### src/pae_pkg.sv
// ----------------------------------------------------------------------------
// pae_pkg
// Shared types and constants for the positional array engine.
// ----------------------------------------------------------------------------
`timescale 1ns / 1ps
`default_nettype none

package pae_pkg;

  localparam int DEPTH_DEF     = 8;
  localparam int WORD_BITS_DEF = 32;
  localparam int VALUE_BITS    = 32;
  localparam int POS_BITS      = 4;
  localparam int OPCODE_BITS   = 2;

  typedef enum logic [OPCODE_BITS-1:0] {
    OP_INSERT  = 2'd0,
    OP_DELETE  = 2'd1,
    OP_REVERSE = 2'd2,
    OP_SEARCH  = 2'd3
  } op_t;

  // broadcast to every cell; idx is the 0-based slot of insert/delete
  typedef struct packed {
    logic                en;
    op_t                 op;
    logic [POS_BITS-1:0] idx;
  } cmd_t;

endpackage

`default_nettype wire

### src/pae_if.sv
// ----------------------------------------------------------------------------
// pae_if
// Request and response channels of the positional array engine.
// ----------------------------------------------------------------------------
`timescale 1ns / 1ps
`default_nettype none

interface pae_req_if
  import pae_pkg::*;
();
  logic                         valid;
  logic                         ready;
  logic [OPCODE_BITS-1:0]       opcode;
  logic [POS_BITS-1:0]          position;
  logic signed [VALUE_BITS-1:0] value;

  modport source (output valid, output opcode, output position, output value, input ready);
  modport sink   (input valid, input opcode, input position, input value, output ready);
endinterface

interface pae_rsp_if
  import pae_pkg::*;
();
  logic                valid;
  logic                ready;
  logic                status;
  logic                found;
  logic [POS_BITS-1:0] found_position;

  modport source (output valid, output status, output found, output found_position,
                  input ready);
  modport sink   (input valid, input status, input found, input found_position,
                  output ready);
endinterface

`default_nettype wire

### src/positional_array_engine.sv
// ----------------------------------------------------------------------------
// positional_array_engine
// Fixed array of signed words with insert, delete, reverse and search.
// ----------------------------------------------------------------------------
// Response: registered, valid in the cycle after the request is accepted.
// Throughput: one request per cycle while the response register is empty or
//   its response is taken; every cell shifts, loads or compares in the same cycle.
// Reset (rst, synchronous): all slots cleared to zero, response channel empty.
// ----------------------------------------------------------------------------
`timescale 1ns / 1ps
`default_nettype none

module positional_array_engine
  import pae_pkg::*;
#(
  parameter int DEPTH     = DEPTH_DEF,
  parameter int WORD_BITS = WORD_BITS_DEF
) (
  input  wire logic clk,
  input  wire logic rst,
  pae_req_if.sink   req,
  pae_rsp_if.source rsp
);

  logic [DEPTH-1:0][WORD_BITS-1:0] words;
  logic [DEPTH-1:0]                match;
  logic [WORD_BITS-1:0]            key;
  op_t                             op;
  logic                            accept;
  logic                            pos_ok;
  logic                            is_move;
  cmd_t                            cmd;
  logic                            hit;
  logic [POS_BITS-1:0]             hit_pos;
  logic                            status_next;

  // sign-extend or truncate the request value to the stored word width
  if (WORD_BITS <= VALUE_BITS) begin : g_trunc
    assign key = req.value[WORD_BITS-1:0];
  end else begin : g_ext
    assign key = {{(WORD_BITS - VALUE_BITS){req.value[VALUE_BITS-1]}}, req.value};
  end

  assign op        = op_t'(req.opcode);
  assign req.ready = !rsp.valid || rsp.ready;
  assign accept    = req.valid && req.ready;
  assign pos_ok    = (req.position != '0) && (int'(req.position) <= DEPTH);
  assign is_move   = (op == OP_INSERT) || (op == OP_DELETE);

  assign status_next = is_move && !pos_ok;
  assign cmd.en      = accept && (op != OP_SEARCH) && !status_next;
  assign cmd.op      = op;
  assign cmd.idx     = req.position - POS_BITS'(1);

  for (genvar i = 0; i < DEPTH; i++) begin : g_cell
    logic [WORD_BITS-1:0] left_w;
    logic [WORD_BITS-1:0] right_w;

    if (i == 0) begin : g_first
      assign left_w = '0;
    end else begin : g_mid_l
      assign left_w = words[i-1];
    end

    if (i == DEPTH - 1) begin : g_last
      assign right_w = '0;
    end else begin : g_mid_r
      assign right_w = words[i+1];
    end

    pae_cell #(
      .WORD_BITS (WORD_BITS),
      .INDEX     (i)
    ) u_cell (
      .clk    (clk),
      .rst    (rst),
      .cmd    (cmd),
      .key    (key),
      .left   (left_w),
      .right  (right_w),
      .mirror (words[DEPTH-1-i]),
      .word   (words[i]),
      .match  (match[i])
    );
  end

  pae_find_first #(
    .DEPTH (DEPTH)
  ) u_find (
    .match          (match),
    .found          (hit),
    .found_position (hit_pos)
  );

  always_ff @(posedge clk) begin
    if (rst) begin
      rsp.valid <= 1'b0;
    end else if (accept) begin
      rsp.valid <= 1'b1;
    end else if (rsp.ready) begin
      rsp.valid <= 1'b0;
    end
  end

  always_ff @(posedge clk) begin
    if (accept) begin
      rsp.status         <= status_next;
      rsp.found          <= (op == OP_SEARCH) && hit;
      rsp.found_position <= (op == OP_SEARCH) ? hit_pos : '0;
    end
  end

`ifndef SYNTH
  a_rsp_follows_req : assert property (@(posedge clk) disable iff (rst)
    accept |=> rsp.valid)
    else $error("no response after accepted request");

  a_err_not_found : assert property (@(posedge clk) disable iff (rst)
    (rsp.valid && rsp.status) |-> (!rsp.found && (rsp.found_position == '0)))
    else $error("error response carries a search hit");

  a_miss_no_pos : assert property (@(posedge clk) disable iff (rst)
    (rsp.valid && !rsp.found) |-> (rsp.found_position == '0))
    else $error("search miss with nonzero position");

  a_reject_holds : assert property (@(posedge clk) disable iff (rst)
    (accept && status_next) |=> (words == $past(words)))
    else $error("out-of-range request changed the array");
`endif

endmodule

`default_nettype wire

### src/pae_cell.sv
// ----------------------------------------------------------------------------
// pae_cell
// One array slot: holds a word, loads from a neighbor, its mirror slot or
// the request value, and compares its word against the search key.
// ----------------------------------------------------------------------------
`timescale 1ns / 1ps
`default_nettype none

module pae_cell
  import pae_pkg::*;
#(
  parameter int WORD_BITS = WORD_BITS_DEF,
  parameter int INDEX     = 0
) (
  input  wire logic                 clk,
  input  wire logic                 rst,
  input  wire cmd_t                 cmd,
  input  wire logic [WORD_BITS-1:0] key,
  input  wire logic [WORD_BITS-1:0] left,
  input  wire logic [WORD_BITS-1:0] right,
  input  wire logic [WORD_BITS-1:0] mirror,
  output logic      [WORD_BITS-1:0] word,
  output logic                      match
);

  assign match = (word == key);

  always_ff @(posedge clk) begin
    if (rst) begin
      word <= '0;
    end else if (cmd.en) begin
      unique case (cmd.op)
        OP_INSERT: begin
          if (INDEX == int'(cmd.idx)) begin
            word <= key;
          end else if (INDEX > int'(cmd.idx)) begin
            word <= left;
          end
        end
        OP_DELETE: begin
          if (INDEX >= int'(cmd.idx)) begin
            word <= right;
          end
        end
        OP_REVERSE: begin
          word <= mirror;
        end
        OP_SEARCH: begin
          word <= word;
        end
      endcase
    end
  end

endmodule

`default_nettype wire

### src/pae_find_first.sv
// ----------------------------------------------------------------------------
// pae_find_first
// Priority encoder over the cell match flags: lowest matching slot, 1-based.
// ----------------------------------------------------------------------------
`timescale 1ns / 1ps
`default_nettype none

module pae_find_first
  import pae_pkg::*;
#(
  parameter int DEPTH = DEPTH_DEF
) (
  input  wire logic [DEPTH-1:0]    match,
  output logic                     found,
  output logic [POS_BITS-1:0]      found_position
);

  assign found = |match;

  // scan from the top so the lowest slot wins; slot number wraps at 4 bits
  always_comb begin
    found_position = '0;
    for (int i = DEPTH - 1; i >= 0; i--) begin
      if (match[i]) begin
        found_position = POS_BITS'(i + 1);
      end
    end
  end

endmodule

`default_nettype wire
### src/flat_wrapper.sv
// flat-port wrapper written by rule: the top's interface ports become plain ports
module positional_array_engine_flat import pae_pkg::*;
#(
  parameter int DEPTH     = DEPTH_DEF,
  parameter int WORD_BITS = WORD_BITS_DEF
)
  (clk, rst, req_valid, req_opcode, req_position, req_value, req_ready, rsp_valid, rsp_status, rsp_found, rsp_found_position, rsp_ready);
  pae_req_if req_i ();
  pae_rsp_if rsp_i ();
  input  wire logic clk;
  input  wire logic rst;
  input wire logic [$bits(req_i.valid)-1:0] req_valid;
  input wire logic [$bits(req_i.opcode)-1:0] req_opcode;
  input wire logic [$bits(req_i.position)-1:0] req_position;
  input wire logic [$bits(req_i.value)-1:0] req_value;
  output wire logic [$bits(req_i.ready)-1:0] req_ready;
  output wire logic [$bits(rsp_i.valid)-1:0] rsp_valid;
  output wire logic [$bits(rsp_i.status)-1:0] rsp_status;
  output wire logic [$bits(rsp_i.found)-1:0] rsp_found;
  output wire logic [$bits(rsp_i.found_position)-1:0] rsp_found_position;
  input wire logic [$bits(rsp_i.ready)-1:0] rsp_ready;
  assign req_i.valid = req_valid;
  assign req_i.opcode = req_opcode;
  assign req_i.position = req_position;
  assign req_i.value = req_value;
  assign req_ready = req_i.ready;
  assign rsp_valid = rsp_i.valid;
  assign rsp_status = rsp_i.status;
  assign rsp_found = rsp_i.found;
  assign rsp_found_position = rsp_i.found_position;
  assign rsp_i.ready = rsp_ready;
  positional_array_engine #(.DEPTH(DEPTH), .WORD_BITS(WORD_BITS)) u_core (.clk(clk), .rst(rst), .req(req_i), .rsp(rsp_i));
endmodule
### config.mk
export PLATFORM = sky130hd
export DESIGN_NAME = positional_array_engine_flat
export DESIGN_NICKNAME = d
export VERILOG_FILES = /design/src/pae_pkg.sv /design/src/pae_if.sv /design/src/positional_array_engine.sv /design/src/pae_cell.sv /design/src/pae_find_first.sv /design/src/flat_wrapper.sv
export SDC_FILE = /design/constraint.sdc
export NUM_CORES = 1
export LEC_CHECK = 0
export BUFFER_PORTS_ARGS = -buffer_cell sky130_fd_sc_hd__buf_4
export CAP_MARGIN = 20
export CORE_MARGIN = 10
export CORE_UTILIZATION = 45
export DETAILED_ROUTE_END_ITERATION = 16
export GPL_TIMING_DRIVEN = 1
export MAX_ROUTING_LAYER = met4
export PLACE_DENSITY = 0.74
export SLEW_MARGIN = 20
export SYNTH_ARGS = -nofsm -noshare
export SYNTH_HDL_FRONTEND = slang
export SYNTH_SLANG_ARGS = --single-unit
### constraint.sdc
create_clock -name clk -period 2.3 [get_ports clk]
set_input_delay 0.23 -clock clk [delete_from_list [all_inputs] [get_ports clk]]
set_output_delay 0.23 -clock clk [all_outputs]
set_load 0.05 [all_outputs]
Yosys cells after proc, flatten, opt, wreduce, memory -nomap -nowiden:

Index checks and enable logic that the tools add are counted.
W data, S select, Z words.

* input port bits: 42
* flip-flop bits (word level): 263
* word-level logic and storage cells: 136
* output and inout port bits: 8

* add/sub/neg operators: 1
* order comparisons: 16
* bitwise operators: 1
* muxes and demuxes: 41
* reductions and logical operators: 27
* equal/unequal tests: 35

Operators with widths (number)
* $pmux W32 S3: 8
* $mux W32: 23
* $eq A32 B32 Y1: 8
* $reduce_and A4 Y1: 8
* $ne A3 B3 Y1 const B: 7
* $ne A2 B2 Y1 const B: 10
* $eq A4 B4 Y1 const A: 4
* $ge A3 B4 Y1 const A: 4
* $gt A3 B4 Y1 const A: 4
* $reduce_or A8 Y1: 2
* $mux W3: 4
* $eq A3 B4 Y1 const A: 2
* $ge A1 B4 Y1 const A: 2
* $ge A2 B4 Y1 const A: 2
* $gt A2 B4 Y1 const A: 2
* $logic_and A1 B1 Y1: 6
* $eq A2 B2 Y1 const B: 2
* $eq A2 B4 Y1 const A: 1
* $gt A1 B4 Y1 const A: 1
* $le A4 B4 Y1 const B: 1
* $logic_not A4 Y1: 1
* $mux W2: 2
* $mux W4: 1
* $reduce_bool A4 Y1: 1
* other kinds (10): 15

Depth between registers and ports, before layout:

* word-level depth: 9
* depth in mapped cells: 11
* mapped depth without buffers: 9

Cells and area by module:

A second synthesis with hierarchy kept.

* cell total of the unflattened synthesis: 2174
* area, all modules: 19453.7 µm²

Modules (own cells, without submodules)
* pae_cell at u_core.g_cell[2].u_cell: times used 1, sequential area each 640.6 µm², cells an instance 244, area an instance 2478.6 µm²
* pae_cell at u_core.g_cell[7].u_cell: times used 1, sequential area each 640.6 µm², cells an instance 307, area an instance 2424.8 µm²
* pae_cell at u_core.g_cell[4].u_cell: times used 1, sequential area each 640.6 µm², cells an instance 244, area an instance 2419.8 µm²
* pae_cell at u_core.g_cell[5].u_cell: times used 1, sequential area each 640.6 µm², cells an instance 244, area an instance 2407.3 µm²
* pae_cell at u_core.g_cell[3].u_cell: times used 1, sequential area each 640.6 µm², cells an instance 274, area an instance 2397.3 µm²
* pae_cell at u_core.g_cell[1].u_cell: times used 1, sequential area each 640.6 µm², cells an instance 273, area an instance 2378.5 µm²
* pae_cell at u_core.g_cell[6].u_cell: times used 1, sequential area each 640.6 µm², cells an instance 275, area an instance 2369.8 µm²
* pae_cell at u_core.g_cell[0].u_cell: times used 1, sequential area each 640.6 µm², cells an instance 269, area an instance 2132.0 µm²
* positional_array_engine: times used 1, sequential area each 200.2 µm², cells an instance 30, area an instance 356.6 µm²
* pae_find_first: times used 1, sequential area each 0.0 µm², cells an instance 14, area an instance 88.8 µm²

Worst setup path before layout:

Ideal clock, no wire load.

* path kind: register -> register
* start point: reg u_core.rsp.valid
* end point: reg u_core.g_cell[7].u_cell.word[0]
* setup slack: -210 ps
* stages on the path, launching flop included: 9
* library setup time: 128 ps
* clock period less this slack: 2510 ps
* required time: 2172 ps
* buffers on the path: 1
* data arrival time: 2382 ps
* cell sequence: dfxtp_1 -> nand2b_1 -> nand3_1 -> a21oi_1 -> nand2_1 -> a21oi_1 -> buf_2 -> mux2i_1 -> nor2_1

* cells in the longest elaborated chain, start to end: 6

RTL lines
* start, declared: line pae_if.sv:30 `modport source (output valid, output status, output found, output found_position,`
* start signal, assigned: line positional_array_engine.sv:97 `rsp.valid <= 1'b0;`
* start signal, assigned: line positional_array_engine.sv:99 `rsp.valid <= 1'b1;`
* start signal, assigned: line positional_array_engine.sv:101 `rsp.valid <= 1'b0;`
* $logic_not A1 Y1: line positional_array_engine.sv:45 `assign req.ready = !rsp.valid || rsp.ready;`
* $logic_or A1 B1 Y1: line positional_array_engine.sv:45
* net req_ready: line flat_wrapper.sv:16 `output wire logic [$bits(req_i.ready)-1:0] req_ready;`
* $logic_and A1 B1 Y1: line positional_array_engine.sv:46 `assign accept = req.valid && req.ready;`
* $logic_and A1 B1 Y1 (2 in a row): line positional_array_engine.sv:51 `assign cmd.en = accept && (op != OP_SEARCH) && !status_next;`
* $reduce_and A4 Y1 (no source line)
* end signal, assigned: line pae_cell.sv:35 `word <= key;`
* end signal, assigned: line pae_cell.sv:37 `word <= left;`
* end signal, assigned: line pae_cell.sv:42 `word <= right;`
* end, declared: line pae_cell.sv:22 `output logic [WORD_BITS-1:0] word,`

The timed path passes the listed nets, and every way through them passes these cells.
A chain may end at the register's enable or synchronous reset.

Final worst setup path:

* start point: reg u_core.g_cell[7].u_cell.word[6]
* end point: reg u_core.rsp.found_position[3] (data pin)

* cells in the longest elaborated chain, start to end: 2

RTL lines
* $eq A32 B32 Y1: line pae_cell.sv:26 `assign match = (word == key);`
* $mux W4: line pae_find_first.sv:24 `if (match[i]) begin`
* end signal, assigned: line positional_array_engine.sv:109 `rsp.found_position <= (op == OP_SEARCH) ? hit_pos : '0;`
* end, declared: line pae_if.sv:30

Every way passes these cells.

==> results.md <==
- Final-report hold violation count: 0
- Clk sinks: 263
- Syn_nets: 2,120
- Synth Instances: ~2,100
- Estimated wirelength of the detail-placed design: approximately 48,000 um
- CTS tree: built
- Critical Path End Type: flop
- Die height: 218 um
- P&R area growth vs syn: 19.1%
- CTS clock-pin slew for the worst setup and hold paths: about 0.070 ns
- RePlAce Congestion: approximately 1.1
- Ys flop type: dfxtp_1
- FF-to-FF Start: u_core.g_cell[7].u_cell.word[6]
- Clock buffer count from CTS: 30
- Root buffer cell: clkbuf_16
- Layout Cells excl Fill: roughly 2,700
- Achievable Freq: between 0.4 and 0.5 GHz
- Crit. Startpoint: u_core.g_cell[7].u_cell.word[6]
- Cell leakage power: about 8.5 nW
- GRT Total Usage: between 20% and 30%
- Mapped Area: 17,600 um^2
- Inst Count DP: between 2,000 and 3,000
- Ranking of synthesized cells by area: dfxtp_1 (29%), mux2i_1 (13%), xnor2_1 (11%)
- DR WL met2: ~31,000 um
- Worst EP required: 2.72 ns
- Row Count: about 70
- Drt pass-1 iters: 10
- Crit-path max FO: 4
- Peak supply drop: between 800 and 900 uV
- Bufs on Longest Clock Path: 3
- Starting Density: about 46%
- WL final: between 70,000 and 80,000 um
- Vias per cell: roughly 6.7
- Met3 wire length: between 7000 and 8000 um
- Iteration-0 DRC count of the detailed router: 2,868
- Core area: between 30,000 and 40,000 um^2
- Vias: between 15,000 and 20,000
- PortBufs: 49
- H-tree depth: 1
- Average size of a mapped cell: 8.52 um^2
- Largest net degree at the start of global routing: 115
- Count leader, synth: dfxtp_1
- DRC: 0
- Die Wd: roughly 220 um
- Vias in the first global route: approximately 16,000
- Fin nets: 2,165
- FFs w/ async S/R, synth: 0%
- Max_slew headroom: 22.0%
- # setup viols final: 0
- Area leader, netlist: dfxtp_1
- Pwr/cell area: 634 nW/um^2
- Max-capacitance violation count: 0
- Post-synth top cells: dfxtp_1 (257), mux2i_1 (224), xnor2_1 (214)
- Layout cells sized above 1: 16.2%
- Setup Total Neg Slack: 0 ns
- FF+latch count, synth: roughly 260
- First-pass GRT wire length: 105,000 um
- Warnings, synthesis: 0
- Status: finished, final reports clean
- RSZ-0062 raised after global routing: no
- Worst hold slack: 0.0435 ns
- Worst min path class: in2reg
- Top cell type's share of synthesized area: approximately 30%
- Routed WL per cell: approximately 26 um
- Type of origin of the critical path: flop
- Initial antenna violation count: 3
- Final Cycle Share: a little over nine tenths
- M1 WL: between 20,000 and 30,000 um
- GRT Residual Overflow: 0
- Tightest Pin Transition: about 1.2 ns
- Minimum clock period: 2.24 ns
- Highest Signal Layer: met4
- Post-synth cell types: 45
- Final slew viol count: 0
- Arr. time, crit path: between 2 and 3 ns
- Critical path type: reg2reg
- Num ports: 50
- Post-CTS Setup Bufs: 0
- Detail Route Antenna Nets: 0
- Post-synth EDFFs: 6
- Seq/Total Area, Yosys: between 30% and 40%
- Worst Clk Skew: between 0.015 and 0.02 ns
- Hold Startpoint: req_value[31]
- Worst skew pair latency: around 0.59 ns
- Die ar.: about 48,000 um^2
==> per-stage QoR <==
step	setup WS [ns]	util, %	cell area, um^2	power (W)
floorplan	0.0798	-	17600	0.00688
global placement	-0.438	51.4	19900	0.00812
detailed placement	-0.574	51.4	19900	0.00818
CTS	0.0564	54.2	21000	0.0132
global route	0.000655	54.2	21000	0.0137
finish	0.0597	54.2	21000	0.0133
==> power by group <==
| group | internal, W | total [W] | leakage [nW] | switching, W |
|---|---|---|---|---|
| Clock | 0.00301 | 0.00512 | 0.519 | 0.00212 |
| Combinational | 0.00126 | 0.00319 | 5.80 | 0.00193 |
| Sequential | 0.00476 | 0.00501 | 2.14 | 0.000257 |
==> kinds of logic (layout without fill, tap and decap cells) <==
| group | count (synthesis) | in the layout | share of synthesized area, % |
|---|---|---|---|
| fa+ha+maj | 9 | 9 | 0.639 |
| simple gates | 419 | 419 | 10.9 |
| other cells | 0 | 3 | 0 |
| flops | 263 | 263 | 30.2 |
| xor+xnor | 259 | 259 | 12.9 |
| buf+inv | 256 | 324 | 6.28 |
| mux | 224 | 224 | 12.7 |
| compound gates | 639 | 639 | 26.4 |
==> critical path, stage by stage, from the launching register on <==
cell and delay (ns):
dfxtp_1 0.45, xnor2_1 0.20, nand4_1 0.18, nor4_4 0.37
nand4_1 0.20, or4_4 0.52, nor4_2 0.14
==> final timing paths <==
kind	slack [ns]	cells past startpoint	end
worst max-delay path	0.06	6	u_core.rsp.found_position[3]
worst min register to register	0.55	2	u_core.g_cell[7].u_cell.word[30]
worst max register to register	0.06	6	u_core.rsp.found_position[3]
worst min-delay path	0.04	3	u_core.g_cell[4].u_cell.word[31]
==> layer usage <==
| metal | global-route usage (%) | up-vias |
|---|---|---|
| met4 | 11.1 | 0 |
| met2 | 43.6 | 1142 |
| met3 | 5.52 | 194 |
| li1 | - | 7826 |
| met1 | 37.5 | 8580 |
| met5 | - | - |
==> state kept, by name, summed over array words and instances (netlist names) <==
signal and flops:
u_core.g_cell.u_cell.word 256, u_core.rsp.found 1, u_core.rsp.found_position 4, u_core.rsp.status 1, u_core.rsp.valid 1
==> cell usage in the layout, fill, tap and decap left out, types with 4 or more instances in the layout <==
cell,netlist,routed
a222oi_1,31,31
a22o_1,163,163
o21ai_0,105,105
xor2_1,45,45
a22oi_1,10,10
nor4_1,24,20
clkbuf_1,180,4
clkbuf_16,0,31
edfxtp_1,6,6
nand2_2,4,6
clkbuf_8,0,7
clkinv_2,0,9
buf_4,17,210
a221oi_1,116,116
xnor2_1,214,212
dfxtp_1,257,254
a211oi_1,73,73
nand2_1,80,78
nor2_4,0,4
nand4_1,58,58
nor3_1,24,24
mux2i_1,224,224
inv_1,9,8
nor2_1,171,168
a21oi_1,130,128
buf_12,0,48
and2_1,6,6
ha_1,9,6
nand3_1,39,38
==> repair_timing <==
action | in CTS | in global routing
resized for setup | 9 | 2
pin swaps | 7 | 0
setup endpoints to repair | 2 | 4
hold endpoints to repair | 1 | 0
gates cloned | 0 | 0
hold buffers | 2 | 0
==> layout make-up <==
type	count	area, um^2
antenna	3	7.51
clock buffer	42	887
clock inverter	13	144
fill	3473	17700
inverter	9	38.8
multi-input combinational	1550	11400
sequential	263	5330
tap	518	648
timing repair buffer	260	2560
Power figures use the tool's default switching activity.
